<file path="src/fud_pkg.sv">
// Types and constants shared by the form decoder files.
package fud_pkg;

	// Result kinds.
	localparam logic [2:0] KIND_NAME       = 3'd0;
	localparam logic [2:0] KIND_VALUE      = 3'd1;
	localparam logic [2:0] KIND_PAIR_END   = 3'd2;
	localparam logic [2:0] KIND_NAME_LONG  = 3'd3;
	localparam logic [2:0] KIND_VALUE_LONG = 3'd4;
	localparam logic [2:0] KIND_DONE       = 3'd5;

	// Input actions.
	localparam logic ACT_BYTE = 1'b0;
	localparam logic ACT_END  = 1'b1;

	// Configuration register indexes.
	localparam logic REG_NAME_LIMIT  = 1'b0;
	localparam logic REG_VALUE_LIMIT = 1'b1;

	// Register widths and reset values.
	localparam int NAME_LIM_W  = 8;
	localparam int VALUE_LIM_W = 21;
	localparam logic [NAME_LIM_W-1:0]  NAME_LIMIT_RST  = 8'd63;
	localparam logic [VALUE_LIM_W-1:0] VALUE_LIMIT_RST = 21'd65536;

	// Special bytes.
	localparam logic [7:0] CH_AMP   = 8'h26;
	localparam logic [7:0] CH_EQ    = 8'h3D;
	localparam logic [7:0] CH_PLUS  = 8'h2B;
	localparam logic [7:0] CH_PCT   = 8'h25;
	localparam logic [7:0] CH_QUEST = 8'h3F;
	localparam logic [7:0] CH_SPACE = 8'h20;

	// Escape phases.
	localparam logic [1:0] ESC_NONE  = 2'd0;
	localparam logic [1:0] ESC_PCT   = 2'd1;
	localparam logic [1:0] ESC_DIGIT = 2'd2;

	// One output word.
	typedef struct packed {
		logic [2:0] kind;
		logic [7:0] data;
	} word_t;

	// All words that one input item causes, oldest in slot 0.
	typedef struct packed {
		logic [1:0]      cnt;
		word_t [2:0]     w;
	} bundle_t;

endpackage

</file>
<file path="src/fud_if.sv">
// Handshake channel interfaces for the form decoder input and result words.
interface fud_in_if;
	logic       valid;
	logic       ready;
	logic       action;
	logic [7:0] raw_byte;

	modport source(output valid, action, raw_byte, input ready);
	modport sink(input valid, action, raw_byte, output ready);
endinterface

interface fud_out_if;
	logic       valid;
	logic       ready;
	logic [2:0] kind;
	logic [7:0] data;
	logic       last;

	modport source(output valid, kind, data, last, input ready);
	modport sink(input valid, kind, data, last, output ready);
endinterface

</file>
<file path="src/form_urlencoded_decoder_unit.sv">
// Top level of the streaming form-urlencoded decoder.
// Takes one raw byte or end marker per cycle and updates the parse state in that same
// cycle; the result words of the input, up to three, go into a two-deep queue and
// leave one word per cycle while result.ready is high. A byte
// input yields at most one word, so a byte stream runs at one byte per cycle while
// results are taken; an end marker yields up to three words. The input stalls only
// when the result queue holds two inputs' worth of words. Limits are to be written
// through cfg_we, cfg_index and cfg_wdata only while the block is idle, which the
// block itself does not enforce; name_limit resets to 63 and value_limit to 65536.
module form_urlencoded_decoder_unit (
	input  logic                                clk,
	input  logic                                arst_n,
	fud_in_if.sink                              item,
	fud_out_if.source                           result,
	input  logic                                cfg_we,
	input  logic                                cfg_index,
	input  logic [fud_pkg::VALUE_LIM_W-1:0]     cfg_wdata
);

	logic [fud_pkg::NAME_LIM_W-1:0]   name_limit_q;
	logic [fud_pkg::VALUE_LIM_W-1:0]  value_limit_q;
	fud_pkg::bundle_t                 bundle;
	fud_pkg::bundle_t                 fifo_q [2];
	fud_pkg::bundle_t                 head;
	logic                             wr_ptr_q;
	logic                             rd_ptr_q;
	logic [1:0]                       count_q;
	logic [1:0]                       word_idx_q;
	logic                             take;
	logic                             push;
	logic                             word_take;
	logic                             pop;

	// Configuration registers.
	always_ff @(posedge clk or negedge arst_n) begin
		if (!arst_n) begin
			name_limit_q  <= fud_pkg::NAME_LIMIT_RST;
			value_limit_q <= fud_pkg::VALUE_LIMIT_RST;
		end else if (cfg_we) begin
			unique case (cfg_index)
				fud_pkg::REG_NAME_LIMIT:  name_limit_q  <= cfg_wdata[fud_pkg::NAME_LIM_W-1:0];
				fud_pkg::REG_VALUE_LIMIT: value_limit_q <= cfg_wdata;
				default: ;
			endcase
		end
	end

	assign item.ready = (count_q != 2'd2);
	assign take       = item.valid && item.ready;

	fud_step u_step (
		.clk         (clk),
		.arst_n      (arst_n),
		.take        (take),
		.action      (item.action),
		.raw_byte    (item.raw_byte),
		.name_limit  (name_limit_q),
		.value_limit (value_limit_q),
		.bundle      (bundle)
	);

	// Result queue, one entry per input that yields words.
	assign push      = take && (bundle.cnt != 2'd0);
	assign head      = fifo_q[rd_ptr_q];
	assign word_take = result.valid && result.ready;
	assign pop       = word_take && result.last;

	always_ff @(posedge clk) begin
		if (push) begin
			fifo_q[wr_ptr_q] <= bundle;
		end
	end

	always_ff @(posedge clk or negedge arst_n) begin
		if (!arst_n) begin
			wr_ptr_q   <= 1'b0;
			rd_ptr_q   <= 1'b0;
			count_q    <= 2'd0;
			word_idx_q <= 2'd0;
		end else begin
			if (push) begin
				wr_ptr_q <= !wr_ptr_q;
			end
			if (pop) begin
				rd_ptr_q   <= !rd_ptr_q;
				word_idx_q <= 2'd0;
			end else if (word_take) begin
				word_idx_q <= word_idx_q + 2'd1;
			end
			count_q <= count_q + {1'b0, push} - {1'b0, pop};
		end
	end

	// Word serializer.
	assign result.valid = (count_q != 2'd0);
	assign result.kind  = head.w[word_idx_q].kind;
	assign result.data  = head.w[word_idx_q].data;
	assign result.last  = (word_idx_q == head.cnt - 2'd1);

endmodule

</file>
<file path="src/fud_step.sv">
// Parse state of the form decoder and the logic that turns one input word into its results.
module fud_step (
	input  logic                                  clk,
	input  logic                                  arst_n,
	input  logic                                  take,
	input  logic                                  action,
	input  logic [7:0]                            raw_byte,
	input  logic [fud_pkg::NAME_LIM_W-1:0]        name_limit,
	input  logic [fud_pkg::VALUE_LIM_W-1:0]       value_limit,
	output fud_pkg::bundle_t                      bundle
);

	logic [1:0]                         esc_q;
	logic [3:0]                         high_q;
	logic                               in_value_q;
	logic                               pair_open_q;
	logic [fud_pkg::VALUE_LIM_W-1:0]    field_cnt_q;
	logic                               halted_q;

	logic [1:0]                         esc_d;
	logic [3:0]                         high_d;
	logic                               in_value_d;
	logic                               pair_open_d;
	logic [fud_pkg::VALUE_LIM_W-1:0]    field_cnt_d;
	logic                               halted_d;

	logic                               hex_ok;
	logic [3:0]                         hex_val;
	logic                               ch_req;
	logic [7:0]                         ch_byte;
	logic                               amp_hit;
	logic                               eq_open;
	logic [fud_pkg::VALUE_LIM_W-1:0]    lim;
	logic                               over;
	fud_pkg::word_t                     ch_word;

	// Hex digit decode, either case.
	always_comb begin
		hex_ok  = 1'b1;
		hex_val = 4'd0;
		if (raw_byte >= 8'h30 && raw_byte <= 8'h39) begin
			hex_val = 4'(raw_byte - 8'h30);
		end else if (raw_byte >= 8'h61 && raw_byte <= 8'h66) begin
			hex_val = 4'(raw_byte - 8'h57);
		end else if (raw_byte >= 8'h41 && raw_byte <= 8'h46) begin
			hex_val = 4'(raw_byte - 8'h37);
		end else begin
			hex_ok = 1'b0;
		end
	end

	// Decide whether this word decodes a character, and handle the separators.
	always_comb begin
		ch_req  = 1'b0;
		ch_byte = fud_pkg::CH_QUEST;
		amp_hit = 1'b0;
		eq_open = 1'b0;
		esc_d   = esc_q;
		high_d  = high_q;
		if (action == fud_pkg::ACT_END) begin
			ch_req = !halted_q && (esc_q != fud_pkg::ESC_NONE);
		end else if (!halted_q) begin
			unique case (esc_q)
				fud_pkg::ESC_PCT: begin
					if (hex_ok) begin
						high_d = hex_val;
						esc_d  = fud_pkg::ESC_DIGIT;
					end else begin
						esc_d  = fud_pkg::ESC_NONE;
						ch_req = 1'b1;
					end
				end
				fud_pkg::ESC_DIGIT: begin
					esc_d   = fud_pkg::ESC_NONE;
					ch_req  = 1'b1;
					ch_byte = hex_ok ? {high_q, hex_val} : fud_pkg::CH_QUEST;
				end
				default: begin
					esc_d = fud_pkg::ESC_NONE;
					if (raw_byte == fud_pkg::CH_PCT) begin
						esc_d = fud_pkg::ESC_PCT;
					end else if (raw_byte == fud_pkg::CH_PLUS) begin
						ch_req  = 1'b1;
						ch_byte = fud_pkg::CH_SPACE;
					end else if (raw_byte == fud_pkg::CH_AMP) begin
						amp_hit = 1'b1;
					end else if (raw_byte == fud_pkg::CH_EQ) begin
						if (in_value_q) begin
							ch_req  = 1'b1;
							ch_byte = fud_pkg::CH_EQ;
						end else begin
							eq_open = 1'b1;
						end
					end else begin
						ch_req  = 1'b1;
						ch_byte = raw_byte;
					end
				end
			endcase
		end
	end

	// Length check against the limit of the current field.
	assign lim  = in_value_q ? value_limit
		: {{(fud_pkg::VALUE_LIM_W-fud_pkg::NAME_LIM_W){1'b0}}, name_limit};
	assign over = (field_cnt_q >= lim);

	always_comb begin
		if (over) begin
			ch_word.kind = in_value_q ? fud_pkg::KIND_VALUE_LONG : fud_pkg::KIND_NAME_LONG;
			ch_word.data = 8'd0;
		end else begin
			ch_word.kind = in_value_q ? fud_pkg::KIND_VALUE : fud_pkg::KIND_NAME;
			ch_word.data = ch_byte;
		end
	end

	// Next state and the result words, appended in order.
	always_comb begin
		in_value_d  = in_value_q;
		pair_open_d = pair_open_q;
		field_cnt_d = field_cnt_q;
		halted_d    = halted_q;
		bundle      = '0;
		if (ch_req) begin
			bundle.w[0] = ch_word;
			bundle.cnt  = 2'd1;
			if (over) begin
				halted_d = 1'b1;
			end else begin
				field_cnt_d = field_cnt_q + 1'b1;
				pair_open_d = 1'b1;
			end
		end
		if (amp_hit) begin
			bundle.w[0].kind = fud_pkg::KIND_PAIR_END;
			bundle.cnt       = 2'd1;
			in_value_d       = 1'b0;
			pair_open_d      = 1'b0;
			field_cnt_d      = '0;
		end
		if (eq_open) begin
			in_value_d  = 1'b1;
			pair_open_d = 1'b1;
			field_cnt_d = '0;
		end
		if (action == fud_pkg::ACT_END) begin
			if (!halted_d && pair_open_d) begin
				bundle.w[bundle.cnt].kind = fud_pkg::KIND_PAIR_END;
				bundle.cnt                = bundle.cnt + 2'd1;
			end
			bundle.w[bundle.cnt].kind = fud_pkg::KIND_DONE;
			bundle.cnt                = bundle.cnt + 2'd1;
			in_value_d  = 1'b0;
			pair_open_d = 1'b0;
			field_cnt_d = '0;
			halted_d    = 1'b0;
		end
	end

	// Parse state registers; the end marker returns them to reset values.
	always_ff @(posedge clk or negedge arst_n) begin
		if (!arst_n) begin
			esc_q       <= fud_pkg::ESC_NONE;
			high_q      <= '0;
			in_value_q  <= 1'b0;
			pair_open_q <= 1'b0;
			field_cnt_q <= '0;
			halted_q    <= 1'b0;
		end else if (take) begin
			esc_q       <= (action == fud_pkg::ACT_END) ? fud_pkg::ESC_NONE : esc_d;
			high_q      <= (action == fud_pkg::ACT_END) ? 4'd0 : high_d;
			in_value_q  <= in_value_d;
			pair_open_q <= pair_open_d;
			field_cnt_q <= field_cnt_d;
			halted_q    <= halted_d;
		end
	end

endmodule

</file>
<file path="src/flat_wrapper.sv">
// flat-port wrapper written by rule: the top's interface ports become plain ports
module form_urlencoded_decoder_unit_flat 
  (clk, arst_n, cfg_we, cfg_index, cfg_wdata, item_valid, item_action, item_raw_byte, item_ready, result_valid, result_kind, result_data, result_last, result_ready);
  fud_in_if item_i ();
  fud_out_if result_i ();
  input  logic clk;
  input  logic arst_n;
  input  logic cfg_we;
  input  logic cfg_index;
  input  logic [fud_pkg::VALUE_LIM_W-1:0] cfg_wdata;
  input wire logic [$bits(item_i.valid)-1:0] item_valid;
  input wire logic [$bits(item_i.action)-1:0] item_action;
  input wire logic [$bits(item_i.raw_byte)-1:0] item_raw_byte;
  output wire logic [$bits(item_i.ready)-1:0] item_ready;
  output wire logic [$bits(result_i.valid)-1:0] result_valid;
  output wire logic [$bits(result_i.kind)-1:0] result_kind;
  output wire logic [$bits(result_i.data)-1:0] result_data;
  output wire logic [$bits(result_i.last)-1:0] result_last;
  input wire logic [$bits(result_i.ready)-1:0] result_ready;
  assign item_i.valid = item_valid;
  assign item_i.action = item_action;
  assign item_i.raw_byte = item_raw_byte;
  assign item_ready = item_i.ready;
  assign result_valid = result_i.valid;
  assign result_kind = result_i.kind;
  assign result_data = result_i.data;
  assign result_last = result_i.last;
  assign result_i.ready = result_ready;
  form_urlencoded_decoder_unit u_core (.clk(clk), .arst_n(arst_n), .item(item_i), .result(result_i), .cfg_we(cfg_we), .cfg_index(cfg_index), .cfg_wdata(cfg_wdata));
endmodule
</file>
<file path="config.mk">
export PLATFORM = sky130hd
export DESIGN_NAME = form_urlencoded_decoder_unit_flat
export DESIGN_NICKNAME = d
export VERILOG_FILES = /design/src/fud_pkg.sv /design/src/fud_if.sv /design/src/form_urlencoded_decoder_unit.sv /design/src/fud_step.sv /design/src/flat_wrapper.sv
export SDC_FILE = /design/constraint.sdc
export NUM_CORES = 1
export LEC_CHECK = 0
export CORE_ASPECT_RATIO = 0.7
export CORE_MARGIN = 1
export CORE_UTILIZATION = 50
export DETAILED_ROUTE_END_ITERATION = 6
export DONT_BUFFER_PORTS = 1
export GPL_TIMING_DRIVEN = 0
export PLACE_DENSITY = 0.64
export SYNTH_ARGS = -nofsm -noshare
export SYNTH_HDL_FRONTEND = slang
export SYNTH_SLANG_ARGS = --single-unit
export TNS_END_PERCENT = 10
</file>
<file path="constraint.sdc">
create_clock -name clk -period 3.8 [get_ports clk]
set_input_delay 0.57 -clock clk [delete_from_list [all_inputs] [get_ports clk]]
set_output_delay 0.57 -clock clk [all_outputs]
set_load 0.01 [all_outputs]
</file>
==> results of run 1 <==
[cell families after synthesis]
family / Yosys count
AND/OR/NAND/NOR: 199
flip-flops: 95
AO/OA/AOI/OAI: 93
multiplexers: 56
buffers and inverters: 39
adder cells (fa/ha/maj): 35
XOR/XNOR: 20
[critical path: stages, from the launching register on]
cell and delay, ps:
dfrtp_2 460, buf_4 260, mux2i_1 240, ha_1 280, nand3_1 160, nor4_1 90
a211oi_2 380, inv_1 120, a2111o_1 390, buf_2 180, o21a_1 120, nor3_1 160
ha_1 260, and2_1 170, nor2_1 130
[routing by layer]
metal  routed length (µm)  global-route usage [%]  part of all wire (%)
met2                 5207                   31.22                    41
met4                   83                   4.118                  0.66
met3                  653                   5.036                   5.2
met5                    0                       0                     0
met1                 6676                   36.32                    53
[area by class of cell]
type / instances / area [µm²] / share of cell area [%]
Buffer: 21 / 93.84 / 1.522
Inverter: 17 / 63.81 / 1.035
Sequential cell: 95 / 2537 / 41.14
Tap cell: 148 / 185.2 / 3.003
Timing Repair Buffer: 3 / 46.29 / 0.7507
Clock buffer: 10 / 229.0 / 3.713
Clock inverter: 6 / 67.56 / 1.096
Multi-Input combinational cell: 403 / 2944 / 47.74
[sequential cells by signal, summed over array words and instances, names as in the netlist]
name	count
u_core.fifo_q	30
u_core.u_step.field_cnt_q	21
u_core.value_limit_q	21
u_core.name_limit_q	8
u_core.u_step.high_q	4
u_core.count_q	2
u_core.u_step.esc_q	2
u_core.word_idx_q	2
u_core.rd_ptr_q	1
u_core.u_step.halted_q	1
u_core.u_step.in_value_q	1
u_core.u_step.pair_open_q	1
u_core.wr_ptr_q	1
[cell usage in the layout (no fill, tap or decap), drive strengths merged, types with 4 or more instances in the layout]
master / n
and2: 10
ha: 35
nand3: 9
o21ai: 20
nand2b: 8
mux2i: 19
nor2: 59
or2: 4
mux2: 34
nand2: 52
clkbuf: 26
inv: 20
nor3: 15
nor4b: 5
xnor2: 17
edfxtp: 30
a21o: 5
and3: 7
nor2b: 5
a211oi: 6
dfrtp: 58
a21oi: 21
dfstp: 7
a31oi: 4
nor3b: 6
buf: 8
nor4: 4
[worst paths after layout]
path / depth (start not counted) / from / slack, ps / endpoint
setup / recovery: 14 / u_core.u_step.in_value_q$_DFFE_PN0P_ / 240 / u_core.fifo_q[1][33]$_DFFE_PP_
setup reg to reg: 14 / u_core.u_step.in_value_q$_DFFE_PN0P_ / 240 / u_core.fifo_q[1][33]$_DFFE_PP_
min in group clk: 1 / cfg_wdata[15] / 380 / u_core.value_limit_q[15]$_DFFE_PN0P_
hold reg to reg: 1 / u_core.count_q[1]$_DFF_PN0_ / 500 / u_core.count_q[1]$_DFF_PN0_
max in group asynchronous: 1 / arst_n / 3440 / u_core.value_limit_q[17]$_DFFE_PN0P_
hold / removal: 0 / arst_n / 70 / u_core.name_limit_q[3]$_DFFE_PN1P_
[through the flow]
| stage | cells | total power (W) | TNS (ps) |
|---|---|---|---|
| floorplan | 537 | 0.002049 | 0 |
| global placement | 685 | 0.002211 | -18290 |
| CTS | 703 | 0.003176 | 0 |
| global route | 703 | 0.003326 | 0 |
| finish | 703 | 0.003150 | 0 |
| detailed placement | 686 | 0.002251 | -12640 |
[power groups by stage]
stage | clock, W | combinational [W] | sequential, W
final | 0.000904 | 0.000879 | 0.00137
after global routing | 0.000965 | 0.000973 | 0.00139
after CTS | 0.000923 | 0.000885 | 0.00137
after detailed placement | 0 | 0.000863 | 0.00139
after global placement | 0 | 0.000830 | 0.00138
after floorplan | 0 | 0.000687 | 0.00136
[repair_timing]
item | CTS | global route
hold buffers | 1 | 0
resized for setup | 6 | 2
endpoints found under the setup margin | 53 | 4
gates cloned | 0 | 0
pin swaps | 1 | 0
hold endpoints to repair | 58 | 0
buffers inserted | 1 | 0
==> reports/results.ini, run 1 <==
[status]
outcome=completed

[power_and_ir_drop]
clkPwrFrac_pct=28.7
p_sw_w=0.001006
internal_power_w=0.002145
pwr-share-comb_pct=27.9
power_density_nw_per_um2=510.8
p_leak_nw=2.525
pwr-share-seq_pct=43.4
max-vdd-ir-drop_uv=285.6
swShare_pct=31.93

[flow_run]
drv_cap=0

[timing]
layout_min_cycle_time_ps=3565
finClkSkew_ps=10.03
rsz0062_at_grt=no
tightest_slew_ps=734.3
timing.fmax_mhz=280.5
timing.final.ws_setup_ps=235.4
maxSlewViolCount=0
finalHoldViolCount=0
finalSetupViolations=0
relSlewSlack_pct=51.05
period_share_pct=93.80
timing.hold.ws_ps=71.64

[setup_path]
startpoint_type=flop
crit_required_ps=3980
crit_path_max_fanout=10
path_class=flop to flop
cp.arrival_ps=3750
endpoint_kind=flop

[final_layout]
drive_gt1_share_pct=15.14
num_antenna_cells=0
fillCellCount=912
final_area_um2=6167
final_core_util_pct=58.03
fin_nets=621
area_delta_synth_final_pct=9.851

[placed_design]
dp_hpwl_um=9194
place_ws_ps=-750.0
gp_congestion=0.9655
placed_area_um2=5816
portBuffers=0

[yosys]
synth_compound_area_share_pct=12.01
synth_adder_area_share_pct=7.800
netlist_area_um2=5614
ys_ff_latch=95
synth_edf_count=30
muxShareOfSynthArea_pct=11.41
async_flop_share_pct=68.42
synthSimpleGateAreaFrac_pct=17.70
yosysMostFrequentCell=nor2_1
syn_avg_cell_area_um2=10.45
yosysTopAreaCellShare_pct=25.85
yosys.area.top_type=dfrtp_1
synthXorXnorAreaFrac_pct=3.120
yosys-top-cells-area=dfrtp_1 (26%), edfxtp_1 (16%), ha_1 (7.8%)
synth_top_family_by_area=simple AND/OR/NAND/NOR gates
synthDistinctLibCells=66
synthTopCellsByCount=nor2_1 (59), dfrtp_1 (58), nand2_1 (52), ha_1 (35), mux2_2 (34)
syn_nets=608
synthFlopType=dfrtp_1
yosys_warnings=0
ys_seq_area_share_pct=45.17
syn_inst=537

[clock_network]
h-tree-depth=3
cts_sinks=95
cts-buffers-inserted=9
clk_latency_ps=340
clkTransAtPathRegs_ps=70
tritoncts=built
cts_root_buf=clkbuf_16
max-clock-path-buffers=2

[floorplanning]
ios=50
core_um2=10630
die_y_um=90.66
start_util_pct=52.83
die_w_um=128.7
die_area_um2=11660
rows=31

[global_route]
track_usage_pct=22.74
antenna_found_initial=0
grt_pass1_wl_um=20410
grt_pass1_vias=3855
grt_max_degree=59
grt_overflow=0

[drt]
drtIter0Drc=376
vias=4153
ant_nets=0
viasPerCell=5.908
wl_per_cell_um=17.95
dr.pass1.iters=5
drc=0
routed_wl_um=12620

[worst_hold_path]
hold_path.class=primary input to asynchronous set/reset pin

(Power assumes the default switching activity.)
==> run 2, diff against run 1 <==
Settings changed: CORE_UTILIZATION 50 to 64, PLACE_DENSITY 0.64 to 0.79.
==> reports/results.ini, run 2 (synthesized netlist as in run 1, its figures left out) <==
[setup_path]
cp.arrival_ps=3850
timing.rr.start=u_core.u_step.in_value_q$_DFFE_PN0P_
path_class=flop to flop
r2r_cells=14
reg2reg_slack_ps=140
worstReg2RegEnd=u_core.fifo_q[0][33]$_DFFE_PP_
startpoint_type=flop
endpoint_kind=flop
crit_path_max_fanout=10
crit_required_ps=3990

[flow_run]
drv_cap=0

[clock_network]
clkTransAtPathRegs_ps=70
clk_latency_ps=340
cts_sinks=95
max-clock-path-buffers=2
h-tree-depth=3
tritoncts=built
cts_root_buf=clkbuf_16
cts-buffers-inserted=9

[timing]
rsz0062_at_grt=no
maxSlewViolCount=0
tightest_slew_ps=744.6
relSlewSlack_pct=50.36
finalHoldViolCount=0
period_share_pct=96.23
timing.fmax_mhz=273.5
timing.final.ws_setup_ps=143.3
layout_min_cycle_time_ps=3657
finalSetupViolations=0
finClkSkew_ps=7.874

[worst_hold_path]
hold_path.class=primary input to asynchronous set/reset pin

[global_route]
grt_max_degree=59
track_usage_pct=29.88
grt_overflow=0
grt_pass1_wl_um=20700
antenna_found_initial=0
grt_pass1_vias=4068

[floorplanning]
die_area_um2=9157
core_um2=8478
ios=50
rows=28
die_w_um=113.9
die_y_um=80.36
start_util_pct=66.22

[power_and_ir_drop]
p_leak_nw=2.516
p_sw_w=0.001042
swShare_pct=33.30
max-vdd-ir-drop_uv=288.0
clkPwrFrac_pct=27.1
pwr-share-comb_pct=29.0
pwr-share-seq_pct=44.0
power_density_nw_per_um2=511.4
internal_power_w=0.002086

[final_layout]
fin_nets=621
num_antenna_cells=0
largestRegisters=u_core.fifo_q: 30 flops, u_core.u_step.field_cnt_q: 21 flops, u_core.value_limit_q: 21 flops
regMostFlops=u_core.fifo_q
area_delta_synth_final_pct=8.937
mostFrequentLayoutCells=nor2_1 (59), dfrtp_1 (57), nand2_1 (52), ha_1 (35), mux2_2 (34)
drive_gt1_share_pct=15.32
largest_reg_flops=30
final_area_um2=6116
final_common_cell=nor2_1
fillCellCount=662

[drt]
routed_wl_um=12660
vias=4246
drc=0
drtIter0Drc=325
ant_nets=0
dr.pass1.iters=7
viasPerCell=6.290
wl_per_cell_um=18.76

[placed_design]
portBuffers=0
dp_hpwl_um=9203
placed_area_um2=5781
gp_congestion=0.9166
place_ws_ps=-741.1

[status]
outcome=completed

run 2: per-layer routing:
metal	routed length [µm]	global-route usage, %	vias up
met3	922	6.189	11
met5	0	0	-
met1	5971	44.01	2088
li1	-	-	1986
met2	5660	45.88	161
met4	106	5.844	0
run 2: worst max path at each step:
stage / startpoint / to / slack (ps) / cells past startpoint
final: u_core.u_step.in_value_q$_DFFE_PN0P_ / u_core.fifo_q[0][33]$_DFFE_PP_ / 140 / 14
after global routing: u_core.u_step.in_value_q$_DFFE_PN0P_ / u_core.fifo_q[0][33]$_DFFE_PP_ / 20 / 14
after CTS: u_core.u_step.in_value_q$_DFFE_PN0P_ / u_core.fifo_q[0][33]$_DFFE_PP_ / 100 / 14
after detailed placement: u_core.u_step.in_value_q$_DFFE_PN0P_ / u_core.fifo_q[1][33]$_DFFE_PP_ / -740 / 15
after global placement: u_core.u_step.in_value_q$_DFFE_PN0P_ / u_core.fifo_q[1][33]$_DFFE_PP_ / -700 / 15
after floorplan: u_core.u_step.in_value_q$_DFFE_PN0P_ / u_core.fifo_q[0][21]$_DFFE_PP_ / 270 / 14
run 2: metrics by stage:
stage | util [%] | power (W) | hold slack [ps] | setup TNS, ps | std cells
6_report | 72.14 | 0.003128 | 61.29 | 0 | 675
4_1_cts | 72.12 | 0.003140 | 51.02 | 0 | 675
3_3_place_gp | 67.99 | 0.002194 | 275.6 | -16720 | 657
3_5_place_dp | 68.18 | 0.002268 | 275.5 | -13110 | 658
5_1_grt | 72.14 | 0.003288 | 46.33 | 0 | 675
2_1_floorplan | - | 0.002049 | 274.4 | 0 | 537
run 2: what timing repair did:
| action | 4_1_cts | 5_1_grt |
|---|---|---|
| setup endpoints to repair | 53 | 6 |
| setup buffers | 1 | 0 |
| gates resized for setup | 6 | 1 |
| hold buffers | 1 | 0 |
| pin swaps | 1 | 1 |
| hold endpoints to repair | 58 | 0 |
run 2: critical path, stage by stage, from the launching register on:
cell,delay [ps]
dfrtp_2,460
buf_4,260
mux2i_1,290
ha_1,290
nand3_1,170
a21oi_1,60
o21ai_0,340
a41oi_2,220
a2111o_1,370
buf_2,170
o21a_1,120
nor3_1,190
ha_1,270
and2_1,160
nor2_1,120
run 2: cell type report:
type | instances | area, µm² | share of cell area, %
flip-flops and latches | 95 | 2537 | 41.49
clock buffers | 10 | 229.0 | 3.744
clock inverters | 6 | 51.30 | 0.8388
multi-input cells | 403 | 2944 | 48.14
well taps | 120 | 150.1 | 2.455
plain buffers | 21 | 93.84 | 1.534
repair buffers | 3 | 46.29 | 0.7570
inverters | 17 | 63.81 | 1.043
run 2: power by group through the flow:
stage	sequential (W)	clock, W	combinational, W
finish	0.00138	0.000846	0.000906
global route	0.00139	0.000897	0.000997
CTS	0.00138	0.000859	0.000906
detailed placement	0.00139	0	0.000874
global placement	0.00138	0	0.000815
floorplan	0.00136	0	0.000687
